==> src/design/hpv_pkg.sv <==
// Package for the host:port endpoint validator.
// Holds the scan state type, status codes and character constants; no dependencies.
`default_nettype none

package hpv_pkg;

  localparam int unsigned MAX_HOST_LEN_DEF  = 253;
  localparam int unsigned MAX_LABEL_LEN_DEF = 63;
  localparam logic [15:0] DEFAULT_PORT_RST  = 16'd28020;

  localparam logic [7:0] HOST_CNT_SAT  = 8'd254;
  localparam logic [7:0] RUN_SAT       = 8'd255;
  localparam logic [6:0] LABEL_SAT     = 7'd127;
  localparam logic [1:0] COLON_SAT     = 2'd2;
  localparam logic [2:0] PART_SAT      = 3'd5;
  localparam logic [2:0] IPV4_DOTS     = 3'd3;
  localparam logic [8:0] OCTET_MAX     = 9'd255;
  localparam logic [8:0] OCTET_SAT     = 9'd256;
  localparam logic [16:0] PORT_MAX     = 17'd65535;
  localparam logic [16:0] PORT_SAT     = 17'd65536;

  localparam logic [7:0] CH_SPACE  = 8'h20;
  localparam logic [7:0] CH_TAB    = 8'h09;
  localparam logic [7:0] CH_CR     = 8'h0D;
  localparam logic [7:0] CH_LF     = 8'h0A;
  localparam logic [7:0] CH_DOT    = 8'h2E;
  localparam logic [7:0] CH_HYPHEN = 8'h2D;
  localparam logic [7:0] CH_COLON  = 8'h3A;
  localparam logic [7:0] CH_LBRACK = 8'h5B;
  localparam logic [7:0] CH_RBRACK = 8'h5D;

  // port_digits_ok flags
  localparam logic [1:0] PD_DIGIT = 2'b01;
  localparam logic [1:0] PD_OTHER = 2'b10;

  typedef enum logic [1:0] {
    ST_OK     = 2'd0,
    ST_FORMAT = 2'd1,
    ST_PORT   = 2'd2,
    ST_HOST   = 2'd3
  } status_t;

  typedef struct packed {
    logic        text_started;
    logic        pending_space;
    logic [7:0]  pending_run;
    logic [1:0]  colon_count;
    logic        bracket_seen;
    logic [7:0]  host_count;
    logic        all_numeric;
    logic        dns_ok;
    logic [6:0]  label_count;
    logic        prev_hyphen;
    logic        ipv4_ok;
    logic [8:0]  octet_value;
    logic [2:0]  part_count;
    logic [16:0] port_value;
    logic [1:0]  port_digits_ok;
  } scan_t;

  localparam scan_t SCAN_RESET = '{
    text_started:   1'b0,
    pending_space:  1'b0,
    pending_run:    8'd0,
    colon_count:    2'd0,
    bracket_seen:   1'b0,
    host_count:     8'd0,
    all_numeric:    1'b1,
    dns_ok:         1'b1,
    label_count:    7'd0,
    prev_hyphen:    1'b0,
    ipv4_ok:        1'b1,
    octet_value:    9'd0,
    part_count:     3'd0,
    port_value:     17'd0,
    port_digits_ok: 2'b00
  };

  // state after the final byte, handed to the verdict stage
  typedef struct packed {
    logic  valid;
    scan_t state;
  } fin_t;

  function automatic logic is_ws(input logic [7:0] c);
    return (c == CH_SPACE) || (c == CH_TAB) || (c == CH_CR) || (c == CH_LF);
  endfunction

  function automatic logic is_digit(input logic [7:0] c);
    return (c >= 8'h30) && (c <= 8'h39);
  endfunction

  function automatic logic is_alnum(input logic [7:0] c);
    return is_digit(c) || ((c >= 8'h41) && (c <= 8'h5A)) || ((c >= 8'h61) && (c <= 8'h7A));
  endfunction

endpackage

`default_nettype wire

==> src/design/hpv_if.sv <==
// Channel interfaces of the endpoint validator: text bytes, verdicts, config writes.
// Depends on hpv_pkg for the status type.
`default_nettype none

interface hpv_char_if;
  logic       valid;
  logic       ready;
  logic [7:0] character;
  logic       last;
  modport source (output valid, output character, output last, input ready);
  modport sink   (input valid, input character, input last, output ready);
endinterface

interface hpv_result_if;
  logic                 valid;
  logic                 ready;
  hpv_pkg::status_t     status;
  logic [15:0]          port_number;
  logic                 host_is_ipv4;
  logic [7:0]           host_length;
  modport source (output valid, output status, output port_number, output host_is_ipv4,
                  output host_length, input ready);
  modport sink   (input valid, input status, input port_number, input host_is_ipv4,
                  input host_length, output ready);
endinterface

interface hpv_cfg_if;
  logic        valid;
  logic        ready;
  logic [15:0] data;
  modport source (output valid, output data, input ready);
  modport sink   (input valid, input data, output ready);
endinterface

`default_nettype wire

==> src/design/hpv_scan.sv <==
// Input beat register and per-byte scan state of the endpoint validator.
// Depends on hpv_pkg and hpv_char_if.
`default_nettype none

module hpv_scan #(
  parameter int unsigned MAX_LABEL_LEN = hpv_pkg::MAX_LABEL_LEN_DEF
) (
  input  wire logic          clk,
  input  wire logic          rst,
  hpv_char_if.sink           text,
  output hpv_pkg::fin_t      fin,
  input  wire logic          fin_ready
);

  logic           beat_valid;
  logic [7:0]     beat_char;
  logic           beat_last;
  hpv_pkg::scan_t state;
  hpv_pkg::scan_t state_next;
  logic           retire;
  logic [11:0]    oct_mul;
  logic [20:0]    port_mul;
  logic [8:0]     host_sum;

  assign retire     = beat_valid && (!beat_last || fin_ready);
  assign text.ready = !beat_valid || retire;

  assign oct_mul  = {3'b000, state.octet_value} * 12'd10 + {8'd0, beat_char[3:0]};
  assign port_mul = {4'd0, state.port_value} * 21'd10 + {17'd0, beat_char[3:0]};
  assign host_sum = {1'b0, state.host_count} + {1'b0, state.pending_run};

  always_comb begin
    state_next = state;
    if (hpv_pkg::is_ws(beat_char)) begin
      if (state.text_started) begin
        state_next.pending_space = 1'b1;
        if (state.pending_run < hpv_pkg::RUN_SAT) begin
          state_next.pending_run = state.pending_run + 8'd1;
        end
      end
    end else begin
      state_next.text_started = 1'b1;
      // held whitespace turns into interior bytes
      if (state.pending_space) begin
        if (state.colon_count == 2'd0) begin
          state_next.host_count  = (host_sum > {1'b0, hpv_pkg::HOST_CNT_SAT}) ?
                                   hpv_pkg::HOST_CNT_SAT : host_sum[7:0];
          state_next.all_numeric = 1'b0;
          state_next.dns_ok      = 1'b0;
          state_next.prev_hyphen = 1'b0;
          if (state_next.label_count < hpv_pkg::LABEL_SAT) begin
            state_next.label_count = state_next.label_count + 7'd1;
          end
        end else if (state.colon_count == 2'd1) begin
          state_next.port_digits_ok = state_next.port_digits_ok | hpv_pkg::PD_OTHER;
        end
        state_next.pending_space = 1'b0;
        state_next.pending_run   = 8'd0;
      end
      if (beat_char == hpv_pkg::CH_LBRACK || beat_char == hpv_pkg::CH_RBRACK) begin
        state_next.bracket_seen = 1'b1;
      end
      if (beat_char == hpv_pkg::CH_COLON) begin
        if (state.colon_count < hpv_pkg::COLON_SAT) begin
          state_next.colon_count = state.colon_count + 2'd1;
        end
      end else if (state.colon_count == 2'd0) begin
        if (state_next.host_count < hpv_pkg::HOST_CNT_SAT) begin
          state_next.host_count = state_next.host_count + 8'd1;
        end
        if (beat_char == hpv_pkg::CH_DOT) begin
          if (state_next.label_count == 7'd0 || state.octet_value > hpv_pkg::OCTET_MAX) begin
            state_next.ipv4_ok = 1'b0;
          end
          if (state_next.label_count == 7'd0 || state_next.prev_hyphen) begin
            state_next.dns_ok = 1'b0;
          end
          if (state.part_count < hpv_pkg::PART_SAT) begin
            state_next.part_count = state.part_count + 3'd1;
          end
          state_next.octet_value = 9'd0;
          state_next.label_count = 7'd0;
          state_next.prev_hyphen = 1'b0;
        end else begin
          if (hpv_pkg::is_digit(beat_char)) begin
            state_next.octet_value = (oct_mul > {3'b000, hpv_pkg::OCTET_SAT}) ?
                                     hpv_pkg::OCTET_SAT : oct_mul[8:0];
          end else begin
            state_next.all_numeric = 1'b0;
          end
          if (beat_char == hpv_pkg::CH_HYPHEN) begin
            if (state_next.label_count == 7'd0) state_next.dns_ok = 1'b0;
          end else if (!hpv_pkg::is_alnum(beat_char)) begin
            state_next.dns_ok = 1'b0;
          end
          state_next.prev_hyphen = (beat_char == hpv_pkg::CH_HYPHEN);
          if (state_next.label_count >= 7'(MAX_LABEL_LEN)) state_next.dns_ok = 1'b0;
          if (state_next.label_count < hpv_pkg::LABEL_SAT) begin
            state_next.label_count = state_next.label_count + 7'd1;
          end
        end
      end else if (state.colon_count == 2'd1) begin
        if (hpv_pkg::is_digit(beat_char)) begin
          state_next.port_digits_ok = state_next.port_digits_ok | hpv_pkg::PD_DIGIT;
          state_next.port_value     = (port_mul > {4'd0, hpv_pkg::PORT_SAT}) ?
                                      hpv_pkg::PORT_SAT : port_mul[16:0];
        end else begin
          state_next.port_digits_ok = state_next.port_digits_ok | hpv_pkg::PD_OTHER;
        end
      end
    end
  end

  assign fin = '{valid: beat_valid && beat_last, state: state_next};

  always_ff @(posedge clk) begin
    if (rst) begin
      beat_valid <= 1'b0;
      state      <= hpv_pkg::SCAN_RESET;
    end else begin
      if (text.valid && text.ready) begin
        beat_valid <= 1'b1;
      end else if (retire) begin
        beat_valid <= 1'b0;
      end
      if (retire) state <= beat_last ? hpv_pkg::SCAN_RESET : state_next;
    end
  end

  always_ff @(posedge clk) begin
    if (text.valid && text.ready) begin
      beat_char <= text.character;
      beat_last <= text.last;
    end
  end

`ifndef NO_ASSERTIONS
  a_clear_after_last: assert property (@(posedge clk) disable iff (rst)
    retire && beat_last |=> state == hpv_pkg::SCAN_RESET)
    else $error("scan state not cleared after final beat");
  a_hold_when_stalled: assert property (@(posedge clk) disable iff (rst)
    beat_valid && !retire |=> beat_valid && $stable(state))
    else $error("scan state moved while final beat stalled");
  a_counters_sat: assert property (@(posedge clk) disable iff (rst)
    state.colon_count <= hpv_pkg::COLON_SAT && state.host_count <= hpv_pkg::HOST_CNT_SAT &&
    state.part_count <= hpv_pkg::PART_SAT)
    else $error("scan counter past saturation");
`endif

endmodule

`default_nettype wire

==> src/design/hpv_verdict.sv <==
// Verdict logic, default port register and result register of the endpoint validator.
// Depends on hpv_pkg, hpv_result_if and hpv_cfg_if.
`default_nettype none

module hpv_verdict #(
  parameter int unsigned MAX_HOST_LEN = hpv_pkg::MAX_HOST_LEN_DEF
) (
  input  wire logic          clk,
  input  wire logic          rst,
  input  wire hpv_pkg::fin_t fin,
  output logic               fin_ready,
  hpv_result_if.source       result,
  hpv_cfg_if.sink            cfg
);

  logic             out_valid;
  logic [15:0]      default_port;
  logic             host_good;
  hpv_pkg::status_t status_next;
  logic [15:0]      port_next;
  logic             ipv4_next;
  hpv_pkg::scan_t   s;

  assign s          = fin.state;
  assign fin_ready  = !out_valid || result.ready;
  assign cfg.ready  = 1'b1;
  assign result.valid = out_valid;

  always_comb begin
    if (s.all_numeric) begin
      host_good = s.ipv4_ok && (s.label_count != 7'd0) && (s.octet_value <= hpv_pkg::OCTET_MAX)
                  && (s.part_count == hpv_pkg::IPV4_DOTS);
    end else begin
      host_good = s.dns_ok && (s.label_count != 7'd0) && !s.prev_hyphen;
    end
    if (s.host_count == 8'd0 || s.host_count > 8'(MAX_HOST_LEN)) host_good = 1'b0;

    port_next = 16'd0;
    ipv4_next = 1'b0;
    if (!s.text_started || s.bracket_seen || s.colon_count >= hpv_pkg::COLON_SAT) begin
      status_next = hpv_pkg::ST_FORMAT;
    end else if (s.colon_count == 2'd1 && (s.port_digits_ok != hpv_pkg::PD_DIGIT ||
               s.port_value == 17'd0 || s.port_value > hpv_pkg::PORT_MAX)) begin
      status_next = hpv_pkg::ST_PORT;
    end else begin
      ipv4_next = s.all_numeric;
      if (host_good) begin
        status_next = hpv_pkg::ST_OK;
        port_next   = (s.colon_count == 2'd1) ? s.port_value[15:0] : default_port;
      end else begin
        status_next = hpv_pkg::ST_HOST;
      end
    end
  end

  always_ff @(posedge clk) begin
    if (rst) begin
      out_valid    <= 1'b0;
      default_port <= hpv_pkg::DEFAULT_PORT_RST;
    end else begin
      if (fin.valid && fin_ready) begin
        out_valid <= 1'b1;
      end else if (result.ready) begin
        out_valid <= 1'b0;
      end
      if (cfg.valid && cfg.ready) default_port <= cfg.data;
    end
  end

  always_ff @(posedge clk) begin
    if (fin.valid && fin_ready) begin
      result.status       <= status_next;
      result.port_number  <= port_next;
      result.host_is_ipv4 <= ipv4_next;
      result.host_length  <= s.host_count;
    end
  end

`ifndef NO_ASSERTIONS
  a_port_zero_on_error: assert property (@(posedge clk) disable iff (rst)
    out_valid && result.status != hpv_pkg::ST_OK |-> result.port_number == 16'd0)
    else $error("port reported on a failed verdict");
  a_ipv4_only_on_host_path: assert property (@(posedge clk) disable iff (rst)
    out_valid && (result.status == hpv_pkg::ST_FORMAT || result.status == hpv_pkg::ST_PORT)
    |-> !result.host_is_ipv4)
    else $error("ipv4 flag set on format or port error");
  a_fin_stall_means_full: assert property (@(posedge clk) disable iff (rst)
    fin.valid && !fin_ready |-> out_valid)
    else $error("final beat stalled with empty result register");
`endif

endmodule

`default_nettype wire

==> src/design/host_port_endpoint_validator.sv <==
// Endpoint validator top level: one text byte per beat, one verdict per final byte.
// A verdict is registered in the result register when its final beat leaves the input register.
// Throughput: one byte per cycle; the input register and result register decouple
// the two sides, so a held verdict stalls input only once the final byte is waiting.
// Reset (synchronous, rst high) empties both registers, clears the scan state and
// loads default_port with 28020. Depends on hpv_pkg, hpv_if, hpv_scan, hpv_verdict.
`default_nettype none

module host_port_endpoint_validator #(
  parameter int unsigned MAX_HOST_LEN  = hpv_pkg::MAX_HOST_LEN_DEF,
  parameter int unsigned MAX_LABEL_LEN = hpv_pkg::MAX_LABEL_LEN_DEF
) (
  input  wire logic     clk,
  input  wire logic     rst,
  hpv_char_if.sink      text,
  hpv_result_if.source  result,
  hpv_cfg_if.sink       cfg
);

  hpv_pkg::fin_t fin;
  logic          fin_ready;

  hpv_scan #(
    .MAX_LABEL_LEN (MAX_LABEL_LEN)
  ) u_scan (
    .clk       (clk),
    .rst       (rst),
    .text      (text),
    .fin       (fin),
    .fin_ready (fin_ready)
  );

  hpv_verdict #(
    .MAX_HOST_LEN (MAX_HOST_LEN)
  ) u_verdict (
    .clk       (clk),
    .rst       (rst),
    .fin       (fin),
    .fin_ready (fin_ready),
    .result    (result),
    .cfg       (cfg)
  );

endmodule

`default_nettype wire

==> src/flat_wrapper.sv <==
// flat-port wrapper written by rule: the top's interface ports become plain ports
module host_port_endpoint_validator_flat 
#(
  parameter int unsigned MAX_HOST_LEN  = hpv_pkg::MAX_HOST_LEN_DEF,
  parameter int unsigned MAX_LABEL_LEN = hpv_pkg::MAX_LABEL_LEN_DEF
)
  (clk, rst, text_valid, text_character, text_last, text_ready, result_valid, result_status, result_port_number, result_host_is_ipv4, result_host_length, result_ready, cfg_valid, cfg_data, cfg_ready);
  hpv_char_if text_i ();
  hpv_result_if result_i ();
  hpv_cfg_if cfg_i ();
  input  wire logic clk;
  input  wire logic rst;
  input wire logic [$bits(text_i.valid)-1:0] text_valid;
  input wire logic [$bits(text_i.character)-1:0] text_character;
  input wire logic [$bits(text_i.last)-1:0] text_last;
  output wire logic [$bits(text_i.ready)-1:0] text_ready;
  output wire logic [$bits(result_i.valid)-1:0] result_valid;
  output wire logic [$bits(result_i.status)-1:0] result_status;
  output wire logic [$bits(result_i.port_number)-1:0] result_port_number;
  output wire logic [$bits(result_i.host_is_ipv4)-1:0] result_host_is_ipv4;
  output wire logic [$bits(result_i.host_length)-1:0] result_host_length;
  input wire logic [$bits(result_i.ready)-1:0] result_ready;
  input wire logic [$bits(cfg_i.valid)-1:0] cfg_valid;
  input wire logic [$bits(cfg_i.data)-1:0] cfg_data;
  output wire logic [$bits(cfg_i.ready)-1:0] cfg_ready;
  assign text_i.valid = text_valid;
  assign text_i.character = text_character;
  assign text_i.last = text_last;
  assign text_ready = text_i.ready;
  assign result_valid = result_i.valid;
  assign result_status = result_i.status;
  assign result_port_number = result_i.port_number;
  assign result_host_is_ipv4 = result_i.host_is_ipv4;
  assign result_host_length = result_i.host_length;
  assign result_i.ready = result_ready;
  assign cfg_i.valid = cfg_valid;
  assign cfg_i.data = cfg_data;
  assign cfg_ready = cfg_i.ready;
  host_port_endpoint_validator #(.MAX_HOST_LEN(MAX_HOST_LEN), .MAX_LABEL_LEN(MAX_LABEL_LEN)) u_core (.clk(clk), .rst(rst), .text(text_i), .result(result_i), .cfg(cfg_i));
endmodule
==> config.mk <==
export PLATFORM = sky130hd
export DESIGN_NAME = host_port_endpoint_validator_flat
export DESIGN_NICKNAME = d
export VERILOG_FILES = /design/src/design/hpv_pkg.sv /design/src/design/hpv_if.sv /design/src/design/hpv_scan.sv /design/src/design/hpv_verdict.sv /design/src/design/host_port_endpoint_validator.sv /design/src/flat_wrapper.sv
export SDC_FILE = /design/constraint.sdc
export NUM_CORES = 1
export LEC_CHECK = 0
export BUFFER_PORTS_ARGS = -buffer_cell sky130_fd_sc_hd__buf_2
export CAP_MARGIN = 40
export CELL_PAD_IN_SITES_DETAIL_PLACEMENT = 2
export CELL_PAD_IN_SITES_GLOBAL_PLACEMENT = 2
export CORE_MARGIN = 2
export CORE_UTILIZATION = 42
export CTS_CLUSTER_DIAMETER = 150
export DETAILED_ROUTE_END_ITERATION = 8
export GPL_ROUTABILITY_DRIVEN = 0
export PLACE_DENSITY_LB_ADDON = 0.15
export SYNTH_ARGS = -nofsm -noshare
export SYNTH_HDL_FRONTEND = slang
export SYNTH_HIERARCHICAL = 1
export SYNTH_SLANG_ARGS = --single-unit
==> constraint.sdc <==
create_clock -name clk -period 6.8 [get_ports clk]
set_clock_uncertainty 0.05 [all_clocks]
set_input_delay 1.02 -clock clk [delete_from_list [all_inputs] [get_ports clk]]
set_output_delay 1.02 -clock clk [all_outputs]
set_load 0.05 [all_outputs]
## Yosys cells after proc, flatten, opt, wreduce, memory -nomap -nowiden

Index checks and enable logic that the tools add are counted.

| operators by class | value |
|---|---|
| bitwise gates (word level) | 1 |
| equality and inequality tests | 15 |
| magnitude comparators | 21 |
| $mul | 2 |
| $add $sub $neg | 9 |
| muxes and demuxes | 51 |
| reductions and logical operators | 46 |

Operators by type and width:

| operator | number |
|---|---|
| 2-to-1 mux 63 bit | 1 |
| 2-to-1 mux 18 bit | 3 |
| 2-to-1 mux 9 bit | 6 |
| 2-to-1 mux 53 bit | 1 |
| 2-to-1 mux 50 bit | 1 |
| 2-to-1 mux 19 bit | 2 |
| 2-to-1 mux 17 bit | 2 |
| == test 8 x 6 -> 1 bit (second input constant) | 4 |
| 2-to-1 mux 8 bit | 4 |
| 2-to-1 mux 31 bit | 1 |
| == test 8 x 4 -> 1 bit (second input constant) | 3 |
| adder 21 x 4 -> 21 bit | 1 |
| > comparator 21 x 17 -> 1 bit (second input constant) | 1 |
| multiplier 17 x 3 -> 20 bit (second input constant) | 1 |
| > comparator 9 x 8 -> 1 bit (second input constant) | 2 |
| > comparator 17 x 16 -> 1 bit (second input constant) | 1 |
| zero test 17 bit | 1 |
| 2-to-1 mux 1 bit | 17 |
| adder 8 x 1 -> 8 bit (second input constant) | 2 |
| == test 8 x 7 -> 1 bit (second input constant) | 2 |
| greater-or-equal comparator 8 x 7 -> 1 bit (second input constant) | 2 |
| less-or-equal comparator 8 x 7 -> 1 bit (second input constant) | 2 |
| logical OR 1 bit | 16 |
| less-than comparator 8 bit (second input constant) | 2 |
| 38 further kinds | 67 |

| word-level totals | value |
|---|---|
| output and inout port bits | 30 |
| flip-flop bits (word level) | 117 |

## Longest topological paths before layout

Gate-level depths: netlist of run 1.

| depth | value |
|---|---|
| depth in word-level cells | 22 |
| gate-level depth with buffers | 21 |
| mapped depth without buffers | 19 |

## Hierarchy

Netlist of run 1, hierarchy kept.

By module, submodules not included:

| module | cells an instance | area each (um^2) | times used |
|---|---|---|---|
| hpv_scan | 858 | 6912.9 | 1 |
| hpv_verdict | 150 | 1955.6 | 1 |

## Worst setup path after synthesis of run 1

No wires, ideal clock.

| path | value |
|---|---|
| path type | reg2reg |
| start point | register u_core/u_scan/state[53] in the netlist's numbering |
| end point | register u_core.u_verdict.result.port_number[0] (data pin) |
| cell stages (with the launch flop) | 21 |
| setup slack | 2249 ps |
| period minus slack after synthesis | 4551 ps |
| setup time | 273 ps |
| buffers on the path | 1 |
| arrival time | 4229 ps |
| cells stage by stage | dfxtp_1 > ha_1 > fa_1 > a21o_1 > a21oi_1 > o21ai_1 > a221oi_2 > nand2_1 > o21ai_1 > ha_1 > nand2_1 > a211oi_1 > o21ai_0 > o21ba_2 > o32ai_1 > a21boi_0 > nor4_1 > nand2_1 > o2111ai_4 > buf_6 > nor4_1 |

RTL lines:

| what | line | RTL |
|---|---|---|
| from (decl) | hpv_scan.sv:18 | `hpv_pkg::scan_t state;` |
| from (signal assigned) | hpv_scan.sv:119 | `state <= hpv_pkg::SCAN_RESET;` |
| from (signal assigned) | hpv_scan.sv:126 | `if (retire) state <= beat_last ? hpv_pkg::SCAN_RESET : state_next;` |
| to (signal assigned) | hpv_verdict.sv:73 | `result.port_number <= port_next;` |
| to (decl) | hpv_if.sv:21 | `modport source (output valid, output status, output port_number, output host_is_ipv4,` |

==> flow_summary.rst, run 1 <==
.. list-table::
   :header-rows: 1

   * - Metric
     - Value
   * - Final cell count without fillers
     - around 1300
   * - Cell family with most CP delay
     - simple AND/OR/NAND/NOR gates
   * - Clock tree root driver cell
     - sky130_fd_sc_hd__clkbuf_16
   * - Critical-path cell with the highest stage delay
     - sky130_fd_sc_hd__or2_1
   * - Global-route usage over all layers
     - between 20% and 30%
   * - Via count
     - 8276
   * - Area of combinational cells with multiple inputs
     - 0.00572 mm^2
   * - Number of DRC violations after detailed routing
     - 0
   * - Most frequent CP cell
     - sky130_fd_sc_hd__nor4_1
   * - Antenna diode instance count
     - 0
   * - Clock latency of the later-clocked register in the worst-skew pair
     - around 0.44 ns
   * - Synthesized area per cell
     - 8.81 um^2
   * - Post-synthesis instance total
     - roughly 1000
   * - Result of the run
     - complete, no violations
   * - Final Hold Vio Count
     - 0
   * - Congestion Overflow GR
     - 0
   * - Number of maximum-capacitance constraint violations
     - 0
   * - Fmax achieved
     - 160 MHz
   * - Total number of clock tree sinks
     - between 100 and 150
   * - Final worst path period need
     - 6.24 ns
   * - Pwr/cell area
     - roughly 180 mW/mm^2
   * - Buffers inserted by post-CTS timing repair
     - 0
   * - Total Neg Setup Slack
     - 0 ns
   * - Required time reported for the critical path endpoint
     - about 6.9 ns
   * - CTS H-tree lvls
     - 4
   * - Synth Net Count
     - around 1100
   * - Area of all placed cells without fillers
     - 0.00987 mm^2
   * - Cell area after technology mapping
     - between 0.008 and 0.009 mm^2
   * - Effective utilization at floorplan
     - between 40 and 50%
   * - Placed Instances
     - ~1300
   * - Clock-pin transition on the worst setup and hold timing paths
     - roughly 0.07 ns
   * - Number of port buffers
     - between 50 and 60
   * - Sum of buffers and inverters on the critical path
     - 1
   * - Global-route wire length before repair
     - slightly above 50000 um
   * - Crit. End Element
     - register
   * - Number of global-route vias before repair
     - about 8800
   * - Remaining number of nets flagged by the antenna check after routing
     - 0
   * - Rows
     - 52
   * - Max Fanout on Critical Path
     - 22
   * - Die Y
     - around 150 um
   * - Core region area
     - between 0.02 and 0.025 mm^2
   * - Largest net degree at the start of global routing
     - about 40
   * - Slowest stage delay, CP
     - slightly above 0.7 ns
   * - Share of final-layout standard cells stronger than drive strength 1
     - between 10% and 20%
   * - Leakage
     - 4.02 nW
   * - Dpl cell area
     - 0.00928 mm^2
   * - List of cells traversed by the critical path
     - ha_1, ha_1, inv_1, fa_1, nand2b_1, a21oi_1, xor2_1, nand3_1, nor4_1, nand4_1, mux2i_1, or2_1, o22ai_1, nor4_1, nand4_1, a31oi_4, nor4_1
   * - Post-CTS Resized
     - 0
   * - P&R area growth vs syn
     - 12.4%
   * - Fin crit share
     - about nine tenths
   * - Io pins
     - 60
   * - Highest-count cells in the layout ignoring fill and taps
     - sky130_fd_sc_hd__nand2_1 (109), sky130_fd_sc_hd__dfxtp_1 (81), sky130_fd_sc_hd__nor2_1 (72)
   * - Commonest non-fill, non-tap cell in the layout
     - sky130_fd_sc_hd__nand2_1
   * - Final Slew Violations
     - 0
   * - Unrepaired setup endpoints after global routing
     - no
   * - Die area
     - roughly 0.022 mm^2
   * - Hold bufs inserted after CTS
     - 0
   * - CP Class
     - reg2reg
   * - Worst hold-check path type
     - reg2reg
   * - Kind of start point of the critical path
     - register
   * - NumNets Final
     - ~1100
   * - Number of clock buffers inserted by TritonCTS
     - 17
   * - Detail-routed net length per standard cell
     - about 24 um
   * - Number of endpoints failing setup at the final stage
     - 0
   * - Transition time at the pin with the least slew margin
     - between 0.8 and 0.9 ns
   * - Chip width
     - between 100 and 150 um
   * - Slew Limit Headroom
     - between 40% and 50%
   * - Buffer levels on the longest clock path
     - 2
   * - Post-Route WL
     - 31700 um
   * - Endpoint arrival time on the critical path
     - ~6.3 ns
   * - Storage cell area
     - approximately 0.0027 mm^2
   * - Via density per instance
     - approximately 6.3
   * - Starting DRT DRC Count
     - ~380
   * - CTS tree
     - done
   * - Placed wire-length estimate
     - 22400 um
   * - Number of fill cells
     - between 2000 and 2500
   * - Warnings from Yosys
     - 6
   * - First-pass iteration count of the detailed router
     - 5
   * - Max VDD drop
     - between 0.1 and 0.15 mV
   * - Power after layout
     - 1.80 mW
   * - Number of antenna violations at the first check in global routing
     - 0
==> worst paths after layout <==
path         slack (ns)                                 start  depth (start not counted)                                                    to
max                0.56   u_core/u_scan/state[5]$_SDFFE_PP0P_                         17  u_core/u_verdict/result.port_number[4]$_SDFFCE_PP0P_
min                0.45  u_core/u_scan/state[41]$_SDFFE_PP1P_                          2                  u_core/u_scan/state[41]$_SDFFE_PP1P_
max reg2reg        0.56   u_core/u_scan/state[5]$_SDFFE_PP0P_                         17  u_core/u_verdict/result.port_number[4]$_SDFFCE_PP0P_
min reg2reg        0.45  u_core/u_scan/state[41]$_SDFFE_PP1P_                          2                  u_core/u_scan/state[41]$_SDFFE_PP1P_
==> where the power goes <==
group	switching (mW)	total, mW	leakage, nW	internal (mW)
Sequential	0.0169	0.755	1.01	0.739
Clock	0.405	0.894	0.283	0.489
Combinational	0.101	0.148	2.73	0.0474
==> flip-flops by register name, indices dropped and copies added (netlist names) <==
register,flops
u_core/u_scan/state,63
u_core/u_verdict/default_port,16
u_core/u_verdict/result.port_number,16
u_core/u_scan/beat_char,8
u_core/u_verdict/result.host_length,8
u_core/u_verdict/result.status,2
u_core/u_scan/beat_last,1
u_core/u_scan/beat_valid,1
u_core/u_verdict/result.host_is_ipv4,1
u_core/u_verdict/result.valid,1
==> tightest hold or removal path, stage by stage (launching register included) <==
cell                       delay (ns)
sky130_fd_sc_hd__dfxtp_1         0.32
sky130_fd_sc_hd__o22ai_1         0.08
sky130_fd_sc_hd__nand2b_1        0.07
==> routing by layer <==
metal  GRT usage (%)  up-vias  wire [um]  part of all wire, %
li1                -     3839          -                    -
met1            38.7     4210      14400                   45
met2            49.5      185      15600                   49
met3            4.08       42       1130                  3.6
met4            9.00        0        623                  2.0
met5               0        -          0                    0
==> layout make-up <==
class	count	area share [%]
Clock buffer	17	4.31
Clock inverter	15	1.62
Inverter	32	1.22
Multi-Input combinational cell	803	58.0
Sequential cell	117	27.4
Tap cell	270	3.42
Timing Repair Buffer	68	4.02
==> stage by stage <==
stage / hold slack, ns / setup WS, ns / utilization, %
6_report: 0.450 / 0.559 / 48.4
5_1_grt: 0.487 / 0.232 / 48.4
4_1_cts: 0.450 / 0.701 / 48.4
3_5_place_dp: 0.404 / 0.902 / 45.6
3_3_place_gp: 0.396 / 1.30 / 45.3
2_1_floorplan: 0.382 / 2.26 / -
Power figures use the tool's default switching activity.
==> inputs of run 2 (changes only) <==
--- a/config.mk
+++ b/config.mk
@@ -5,12 +5,13 @@
 export SDC_FILE = /design/constraint.sdc
 export NUM_CORES = 1
 export LEC_CHECK = 0
+export ABC_AREA = 1
 export BUFFER_PORTS_ARGS = -buffer_cell sky130_fd_sc_hd__buf_2
 export CAP_MARGIN = 40
 export CELL_PAD_IN_SITES_DETAIL_PLACEMENT = 2
 export CELL_PAD_IN_SITES_GLOBAL_PLACEMENT = 2
 export CORE_MARGIN = 2
-export CORE_UTILIZATION = 42
+export CORE_UTILIZATION = 38
 export CTS_CLUSTER_DIAMETER = 150
 export DETAILED_ROUTE_END_ITERATION = 8
 export GPL_ROUTABILITY_DRIVEN = 0
==> run 2 against run 1 <==
  * Fmax up 13%
  * Sequential share of layout area decreased by 3.0 points
  * First-iteration DRC count is 31% higher
  * Via count rose by 24%
  * Setup slack improved by 0.70 ns
  * Count of clock-buffer cells in the layout unchanged
  * Wire length grew 21%
  * Utilization is 5.5 points lower
  * Highest routed layer unchanged
==> flow_summary.rst, run 2 <==
.. list-table::
   :header-rows: 1

   * - Metric
     - Value
   * - Largest net degree at the start of global routing
     - 65 (was 41)
   * - Clock tree root driver cell
     - sky130_fd_sc_hd__clkbuf_16 (unchanged)
   * - Max Fanout on Critical Path
     - 16 (was 22)
   * - Remaining number of nets flagged by the antenna check after routing
     - 0 (unchanged)
   * - Post-synthesis instance total
     - 1504 (was 996)
   * - NumNets Final
     - 1652 (was 1140)
   * - Post-CTS Resized
     - 0 (unchanged)
   * - Critical-path cell with the highest stage delay
     - sky130_fd_sc_hd__fa_1 (was sky130_fd_sc_hd__or2_1)
   * - Worst hold-check path type
     - reg2reg (unchanged)
   * - Detail-routed net length per standard cell
     - 20.3 um (was 24.0 um)
   * - Final standard cell utilization of the core
     - 42.9% (was 48.4%)
   * - Buffers inserted by post-CTS timing repair
     - 0 (unchanged)
   * - Largest family of logic cells by synthesized area
     - simple AND/OR/NAND/NOR gates
   * - Ys async rst share
     - 0%
   * - Fin crit share
     - 81.5% (was 91.8%)
   * - CP Class
     - reg2reg (unchanged)
   * - Final cell count without fillers
     - 1899 (was 1322)
   * - Slowest stage delay, CP
     - 0.51 ns (was 0.71 ns)
   * - Flop2flop setup slack
     - 1.26 ns (was 0.56 ns)
   * - Area fraction of the dominant cell type after synthesis
     - about 18%
   * - Warnings from Yosys
     - 6 (unchanged)
   * - Unrepaired setup endpoints after global routing
     - no (unchanged)
   * - Power after layout
     - 1.83 mW (was 1.80 mW)
   * - Area share of xor/xnor cells in the synthesized design
     - ~3.6%
   * - Starting DRT DRC Count
     - 499 (was 381)
   * - Worst flop-to-flop path endpoint
     - u_core/u_verdict/result.port_number[7]$_SDFFCE_PP0P_ (was u_core/u_verdict/result.port_number[4]$_SDFFCE_PP0P_)
   * - Die area
     - 0.0273 mm^2 (was 0.0221 mm^2)
   * - Transition time at the pin with the least slew margin
     - 0.894 ns (was 0.877 ns)
   * - Sequential-to-total area share from yosys stat
     - roughly 27%
   * - Most frequently used flop master after synthesis
     - sky130_fd_sc_hd__dfxtp_1
   * - Top-count cell post-synth
     - sky130_fd_sc_hd__nand2_1
   * - CTS H-tree lvls
     - 4 (unchanged)
   * - Cell area after technology mapping
     - 0.00989 mm^2 (was 0.00878 mm^2)
   * - Met1 usage
     - 37.0% (was 38.7%)
   * - Synth Area in Adders
     - approximately a tenth
   * - Start of the worst register-to-register path
     - u_core/u_scan/state[5]$_SDFFE_PP0P_ (unchanged)
   * - Final Hold Vio Count
     - 0 (unchanged)
   * - Number of maximum-capacitance constraint violations
     - 0 (unchanged)
   * - Number of clock buffers inserted by TritonCTS
     - 17 (unchanged)
   * - Final Slew Violations
     - 0 (unchanged)
   * - Slew Limit Headroom
     - 40.4% (was 41.6%)
   * - Dpl cell area
     - 0.0105 mm^2 (was 0.00928 mm^2)
   * - Via density per instance
     - 5.41 (was 6.26)
   * - Placed wire-length estimate
     - 27300 um (was 22400 um)
   * - Kind of start point of the critical path
     - register (unchanged)
   * - Total number of clock tree sinks
     - 117 (unchanged)
   * - Depth of the worst register-to-register path
     - 27 (was 17)
   * - Synth Net Count
     - 1605 (was 1097)
   * - Number of antenna violations at the first check in global routing
     - 0 (unchanged)
   * - Largest regs
     - u_core/u_scan/state: 63 flops, u_core/u_verdict/default_port: 16 flops, u_core/u_verdict/result.port_number: 16 flops (unchanged)
   * - Most frequent CP cell
     - sky130_fd_sc_hd__nand2_1 (was sky130_fd_sc_hd__nor4_1)
   * - Post-Route WL
     - 38500 um (was 31700 um)
   * - Fmax achieved
     - 181 MHz (was 160 MHz)
   * - Launch point of the worst hold path
     - u_core/u_verdict/default_port[4]$_SDFFE_PP1P_ (was u_core/u_scan/state[41]$_SDFFE_PP1P_)
   * - Total Neg Setup Slack
     - 0 ns (unchanged)
   * - Post-synthesis mux area share
     - 0.215%
   * - Max VDD drop
     - 0.175 mV (was 0.146 mV)
   * - Synthesized area per cell
     - 6.58 um^2 (was 8.81 um^2)
   * - Result of the run
     - complete, no violations (unchanged)
   * - Number of global-route vias before repair
     - 11400 (was 8774)
   * - Simple logic cell fraction of the synthesized area
     - 37.2%
   * - Pwr/cell area
     - 165 mW/mm^2 (was 182 mW/mm^2)
   * - Post-synth EDFFs
     - 36
   * - Compound-Gate Fraction of Synth Area
     - 12.6%
   * - Core region area
     - 0.0258 mm^2 (was 0.0204 mm^2)
   * - Placed Instances
     - 1867 (was 1290)
   * - Most used routing layer
     - met2 (unchanged)
   * - Required time reported for the critical path endpoint
     - 7.00 ns (was 6.89 ns)
   * - Synth Register Bits
     - 117
   * - Chip width
     - 165 um (was 149 um)
   * - Global-route wire length before repair
     - 62200 um (was 50300 um)
   * - Io pins
     - 60 (unchanged)
   * - Endpoint arrival time on the critical path
     - 5.74 ns (was 6.33 ns)
   * - Clock-pin transition on the worst setup and hold timing paths
     - 0.07 ns (about the same)
   * - Highest-count cells in the layout ignoring fill and taps
     - sky130_fd_sc_hd__nand2_1 (463), sky130_fd_sc_hd__inv_1 (200), sky130_fd_sc_hd__nor2_1 (129) (was sky130_fd_sc_hd__nand2_1 (109), sky130_fd_sc_hd__dfxtp_1 (81), sky130_fd_sc_hd__nor2_1 (72))
   * - Met2 layer usage reported by global route
     - 51.6% (was 49.5%)
   * - Global-route usage over all layers
     - 29.2% (about the same)
   * - Via count
     - 10300 (was 8276)
   * - Number of DRC violations after detailed routing
     - 0 (unchanged)
   * - Library cell occupying the most area in the post-synthesis netlist
     - sky130_fd_sc_hd__nand2_1
   * - P&R area growth vs syn
     - 12.2% (was 12.4%)
   * - Rows
     - 59 (was 52)
   * - Number of distinct library cells after synthesis
     - 55
   * - Synth cell count leaders
     - sky130_fd_sc_hd__nand2_1 (463), sky130_fd_sc_hd__inv_1 (200), sky130_fd_sc_hd__nor2_1 (130), sky130_fd_sc_hd__nand3_1 (106), sky130_fd_sc_hd__a21oi_1 (96)
   * - Register with the most flip-flops
     - u_core/u_scan/state (unchanged)
   * - Commonest non-fill, non-tap cell in the layout
     - sky130_fd_sc_hd__nand2_1 (unchanged)
   * - Antenna diode instance count
     - 0 (unchanged)
   * - Buffer levels on the longest clock path
     - 2 (unchanged)
   * - Share of final-layout standard cells stronger than drive strength 1
     - 13.4% (was 14.6%)
   * - Die Y
     - 165 um (was 149 um)
   * - CTS tree
     - done (unchanged)
   * - Leakage
     - 5.33 nW (was 4.02 nW)
   * - Clock latency of the later-clocked register in the worst-skew pair
     - 0.43 ns (was 0.44 ns)
   * - Number of endpoints failing setup at the final stage
     - 0 (unchanged)
   * - Crit. End Element
     - register (unchanged)
   * - Final worst path period need
     - 5.54 ns (was 6.24 ns)
   * - Effective utilization at floorplan
     - 38.3% (was 43.1%)
   * - Hold bufs inserted after CTS
     - 0 (unchanged)
   * - Congestion Overflow GR
     - 0 (unchanged)
   * - Area of all placed cells without fillers
     - 0.0111 mm^2 (was 0.00987 mm^2)
   * - Number of port buffers
     - 58 (unchanged)
   * - Flip-flop count of the largest register, all copies and words added
     - 63 (unchanged)
   * - First-pass iteration count of the detailed router
     - 5 (unchanged)
   * - M3 GR Usage
     - 4.17% (was 4.08%)
   * - WHS Endpoint
     - u_core/u_verdict/default_port[4]$_SDFFE_PP1P_ (was u_core/u_scan/state[41]$_SDFFE_PP1P_)
   * - Main area contributors after synthesis
     - sky130_fd_sc_hd__nand2_1 (18%), sky130_fd_sc_hd__dfxtp_1 (16%), sky130_fd_sc_hd__edfxtp_1 (11%), sky130_fd_sc_hd__ha_1 (8.4%), sky130_fd_sc_hd__inv_1 (7.6%)
   * - Number of instances on the worst hold path
     - 2 (unchanged)
run 2: report_power, final:
part / total (mW) / internal [mW] / switching, mW / leakage (nW)
sequential: 0.755 / 0.739 / 0.0159 / 0.993
clock: 0.918 / 0.491 / 0.427 / 0.285
combinational: 0.152 / 0.0393 / 0.113 / 4.05
total: 1.83 / 1.27 / 0.556 / 5.33
run 2: final cells by class:
type	instances	area (um^2)
Clock buffer	17	425
Clock inverter	15	155
Fill cell	3173	14700
Inverter	211	792
Multi-Input combinational cell	1139	6240
Sequential cell	117	2700
Tap cell	335	419
Timing Repair Buffer	65	354
run 2: through the flow:
stage,hold slack [ns],setup slack [ns]
final,0.416,1.26
after detailed placement,0.405,1.44
after CTS,0.424,1.25
after global routing,0.446,0.779
after global placement,0.397,1.98
after floorplan,0.379,2.83
run 2: kinds of logic (layout without fill, tap and decap cells):
logic type               Yosys count  after routing
AND/OR/NAND/NOR                  830            830
buffers and inverters            248            308
AO/OA/AOI/OAI                    198            198
flip-flops                       117            117
adder cells (fa/ha/maj)           71             71
XOR/XNOR                          37             37
multiplexers                       2              2
other                              1              1
run 2: worst max path at each step:
stage / startpoint / to / slack (ns) / cells after the start
2_1_floorplan: u_core/u_scan/state[3]$_SDFFE_PP0P_ / u_core/u_verdict/result.port_number[0]$_SDFFCE_PP0P_ / 2.83 / 28
3_3_place_gp: u_core/u_scan/state[3]$_SDFFE_PP0P_ / u_core/u_verdict/result.port_number[5]$_SDFFCE_PP0P_ / 1.98 / 27
3_5_place_dp: u_core/u_scan/state[5]$_SDFFE_PP0P_ / u_core/u_verdict/result.port_number[7]$_SDFFCE_PP0P_ / 1.44 / 27
4_1_cts: u_core/u_scan/state[5]$_SDFFE_PP0P_ / u_core/u_verdict/result.port_number[7]$_SDFFCE_PP0P_ / 1.25 / 27
5_1_grt: u_core/u_scan/state[5]$_SDFFE_PP0P_ / u_core/u_verdict/result.port_number[5]$_SDFFCE_PP0P_ / 0.78 / 25
6_report: u_core/u_scan/state[5]$_SDFFE_PP0P_ / u_core/u_verdict/result.port_number[7]$_SDFFCE_PP0P_ / 1.26 / 27
run 2: routing by layer:
layer	up-vias	wire length (um)
met2	182	19200
li1	4922	-
met3	62	1090
met1	5111	17300
met4	0	824
met5	-	0
run 2: worst max-delay path: cells and delay by family (launching register included):
kind	cells	cell delay, ns
DFF	1	0.38
and+or+nand+nor	22	3.14
buffers and inverters	1	0.11
adders and majority gates	3	1.16
AOI/OAI and AO/OA	1	0.49
==> inputs of run 3 (changes only) <==
--- a/config.mk
+++ b/config.mk
@@ -11,7 +11,7 @@
 export CELL_PAD_IN_SITES_DETAIL_PLACEMENT = 2
 export CELL_PAD_IN_SITES_GLOBAL_PLACEMENT = 2
 export CORE_MARGIN = 2
-export CORE_UTILIZATION = 38
+export CORE_UTILIZATION = 31
 export CTS_CLUSTER_DIAMETER = 150
 export DETAILED_ROUTE_END_ITERATION = 8
 export GPL_ROUTABILITY_DRIVEN = 0
==> constraint.sdc (replaced) <==
create_clock -name clk -period 4.75 [get_ports clk]
set_clock_uncertainty 0.05 [all_clocks]
set_input_delay 0.7125 -clock clk [delete_from_list [all_inputs] [get_ports clk]]
set_output_delay 0.7125 -clock clk [all_outputs]
set_load 0.05 [all_outputs]
==> run 3 against run 2 <==
  * Critical path depth rose by 1
  * Die area grew 22%
  * Non-clock buffer count grew 25
  * Final cell count grew 4.9%
  * Final area rose by 4.1%
  * Setup slack got worse by 0.88 ns
  * Sequential share of layout area shrank 0.94 points
  * Hold slack got worse by 0.0065 ns
  * Register-to-register slack got worse by 0.88 ns
  * Flip-flop and latch count did not move
  * Sequential power up 43%
==> flow_summary.rst, run 3 (synthesized netlist as in run 2, its figures left out) <==
.. list-table::
   :header-rows: 1

   * - Metric
     - Value
   * - Chip width
     - 183 um (was 165 um)
   * - Total number of clock tree sinks
     - 117 (unchanged)
   * - Max Fanout on Critical Path
     - 8 (was 16)
   * - Slew Limit Headroom
     - 44.5% (was 40.4%)
   * - Portion of total power attributed to sequential cells
     - 39.7% (was 41.3%)
   * - NumNets Final
     - 1678 (was 1652)
   * - Number of port buffers
     - 58 (unchanged)
   * - Largest net degree at the start of global routing
     - 34 (was 65)
   * - Rows
     - 65 (was 59)
   * - Number of clock buffers inserted by TritonCTS
     - 17 (unchanged)
   * - Sw Ratio
     - 26.1% (was 30.5%)
   * - Detail-routed net length per standard cell
     - 18.1 um (was 20.3 um)
   * - Final hold slack
     - 0.409 ns (was 0.416 ns)
   * - Slowest stage delay, CP
     - 0.46 ns (was 0.51 ns)
   * - Via count
     - 10000 (was 10300)
   * - CTS H-tree lvls
     - 4 (unchanged)
   * - Most frequent CP cell
     - sky130_fd_sc_hd__nand2_1 (unchanged)
   * - Fin crit share
     - 91.9% (was 81.5%)
   * - Final Hold Vio Count
     - 0 (unchanged)
   * - Crit. End Element
     - register (unchanged)
   * - Post-route setup slack
     - 0.383 ns (was 1.26 ns)
   * - Largest regs
     - u_core/u_scan/state: 63 flops, u_core/u_verdict/default_port: 16 flops, u_core/u_verdict/result.port_number: 16 flops (unchanged)
   * - Final Slew Violations
     - 0 (unchanged)
   * - Number of antenna violations at the first check in global routing
     - 0 (unchanged)
   * - Clock-pin transition on the worst setup and hold timing paths
     - 0.06 ns (was 0.07 ns)
   * - Global-route usage over all layers
     - 22.5% (was 29.2%)
   * - Clock tree root driver cell
     - sky130_fd_sc_hd__clkbuf_16 (unchanged)
   * - Final worst path period need
     - 4.37 ns (was 5.54 ns)
   * - Max VDD drop
     - 0.190 mV (was 0.175 mV)
   * - P&R area growth vs syn
     - 16.7% (was 12.2%)
   * - Flip-flop count of the largest register, all copies and words added
     - 63 (unchanged)
   * - Leakage
     - 5.51 nW (was 5.33 nW)
   * - Power after layout
     - 2.71 mW (was 1.83 mW)
   * - Core region area
     - 0.0315 mm^2 (was 0.0258 mm^2)
   * - Placed wire-length estimate
     - 27900 um (was 27300 um)
   * - Number of global-route vias before repair
     - 11000 (was 11400)
   * - Via density per instance
     - 5.03 (was 5.41)
   * - Highest-count cells in the layout ignoring fill and taps
     - sky130_fd_sc_hd__nand2_1 (462), sky130_fd_sc_hd__inv_1 (200), sky130_fd_sc_hd__nor2_1 (127) (was sky130_fd_sc_hd__nand2_1 (463), sky130_fd_sc_hd__inv_1 (200), sky130_fd_sc_hd__nor2_1 (129))
   * - Logic pwr share
     - 8.3% (about the same)
   * - Kind of start point of the critical path
     - register (unchanged)
   * - Buffer levels on the longest clock path
     - 2 (unchanged)
   * - Number of DRC violations after detailed routing
     - 0 (unchanged)
   * - Transition time at the pin with the least slew margin
     - 0.832 ns (was 0.894 ns)
   * - Clock Power Share
     - 52.0% (was 50.3%)
   * - Congestion Overflow GR
     - 0 (unchanged)
   * - Effective utilization at floorplan
     - 31.4% (was 38.3%)
   * - Sum of buffers and inverters on the critical path
     - 2 (was 1)
   * - Fmax achieved
     - 229 MHz (was 181 MHz)
   * - Number of maximum-capacitance constraint violations
     - 0 (unchanged)
   * - Post-Route WL
     - 36200 um (was 38500 um)
   * - Endpoint arrival time on the critical path
     - 4.59 ns (was 5.74 ns)
   * - Post-placement setup slack
     - -0.204 ns (was 1.44 ns)
   * - Number of fill cells
     - 3835 (was 3173)
   * - CTS tree
     - done (unchanged)
   * - Starting DRT DRC Count
     - 379 (was 499)
   * - CP Class
     - reg2reg (unchanged)
   * - Unrepaired setup endpoints after global routing
     - no (unchanged)
   * - First-pass iteration count of the detailed router
     - 4 (was 5)
   * - Worst hold-check path type
     - in2reg (was reg2reg)
   * - Commonest non-fill, non-tap cell in the layout
     - sky130_fd_sc_hd__nand2_1 (unchanged)
   * - Required time reported for the critical path endpoint
     - 4.97 ns (was 7.00 ns)
   * - Critical-path cell with the highest stage delay
     - sky130_fd_sc_hd__fa_2 (was sky130_fd_sc_hd__fa_1)
   * - Clock latency of the later-clocked register in the worst-skew pair
     - 0.42 ns (was 0.43 ns)
   * - Switching Power
     - 707 uW (was 556 uW)
   * - Share of final-layout standard cells stronger than drive strength 1
     - 15.2% (was 13.4%)
   * - Internal portion of total power
     - 2.01 mW (was 1.27 mW)
   * - Die Y
     - 183 um (was 165 um)
   * - Remaining number of nets flagged by the antenna check after routing
     - 0 (unchanged)
   * - Antenna diode instance count
     - 0 (unchanged)
   * - Cell family with most CP delay
     - simple AND/OR/NAND/NOR gates (unchanged)
   * - Number of endpoints failing setup at the final stage
     - 0 (unchanged)
   * - Die area
     - 0.0333 mm^2 (was 0.0273 mm^2)
   * - Io pins
     - 60 (unchanged)
   * - Result of the run
     - complete, no violations (unchanged)
   * - Pwr/cell area
     - 235 mW/mm^2 (was 165 mW/mm^2)
   * - Register with the most flip-flops
     - u_core/u_scan/state (unchanged)
   * - Global-route wire length before repair
     - 59700 um (was 62200 um)
[run 3: cell types whose count changed in the layout (fill, tap and decap cells not counted), sizes merged]
cell	previous run	this run
bufinv	0	4
clkbuf	17	19
inv	220	213
clkdlybuf4s15	0	1
buf	65	88
nand3	111	112
clkinv	5	7
[run 3: what timing repair did]
item                                    4_1_cts  5_1_grt
endpoints found under the setup margin       16       19
setup buffers                                 1        0
gates cloned                                  1        1
hold buffers                                  0        0
gates resized for setup                       2       11
pin swaps                                     1        1
[run 3: final cells by class]
class / instances / area [um^2] / area share (%)
multi-input combinational: 1140 / 6300 / 54.6
sequential: 117 / 2700 / 23.4
inverter: 211 / 792 / 6.86
timing repair buffer: 90 / 617 / 5.34
tap: 402 / 503 / 4.36
clock buffer: 18 / 429 / 3.72
clock inverter: 14 / 198 / 1.71
[run 3: final timing paths]
path         cells past startpoint  slack [ns]                                              endpoint                                     startpoint
min                              1        0.41                  u_core/u_scan/beat_char[3]$_DFFE_PP_                              text_character[3]
max reg2reg                     28        0.38  u_core/u_verdict/result.port_number[4]$_SDFFCE_PP0P_            u_core/u_scan/state[5]$_SDFFE_PP0P_
min reg2reg                      2        0.41         u_core/u_verdict/default_port[2]$_SDFFE_PP1P_  u_core/u_verdict/default_port[2]$_SDFFE_PP1P_
max                             28        0.38  u_core/u_verdict/result.port_number[4]$_SDFFCE_PP0P_            u_core/u_scan/state[5]$_SDFFE_PP0P_
[run 3: routing by layer]
metal / up-vias / wire, um / global-route usage (%) / share of wire [%]
met3: 28 / 684 / 2.22 / 1.9
met2: 98 / 17400 / 39.5 / 48
met5: - / 0 / 0 / 0
met4: 0 / 473 / 4.97 / 1.3
met1: 4919 / 17600 / 29.9 / 49
li1: 4969 / - / - / -
[run 3: through the flow]
stage | TNS (ns) | util (%) | instances | cell area, um^2
global route | 0 | 36.7 | 1992 | 11500
detailed placement | -2.46 | 34.4 | 1957 | 10800
floorplan | 0 | - | 1504 | 9890
global placement | 0 | 34.1 | 1953 | 10700
CTS | 0 | 36.5 | 1991 | 11500
finish | 0 | 36.7 | 1992 | 11500
[run 3: power groups by stage]
stage / logic, mW / registers, mW / clock network [mW]
5_1_grt: 0.253 / 1.08 / 1.48
2_1_floorplan: 0.120 / 1.12 / 0
4_1_cts: 0.229 / 1.08 / 1.44
3_3_place_gp: 0.209 / 1.10 / 0
6_report: 0.226 / 1.08 / 1.41
3_5_place_dp: 0.223 / 1.10 / 0
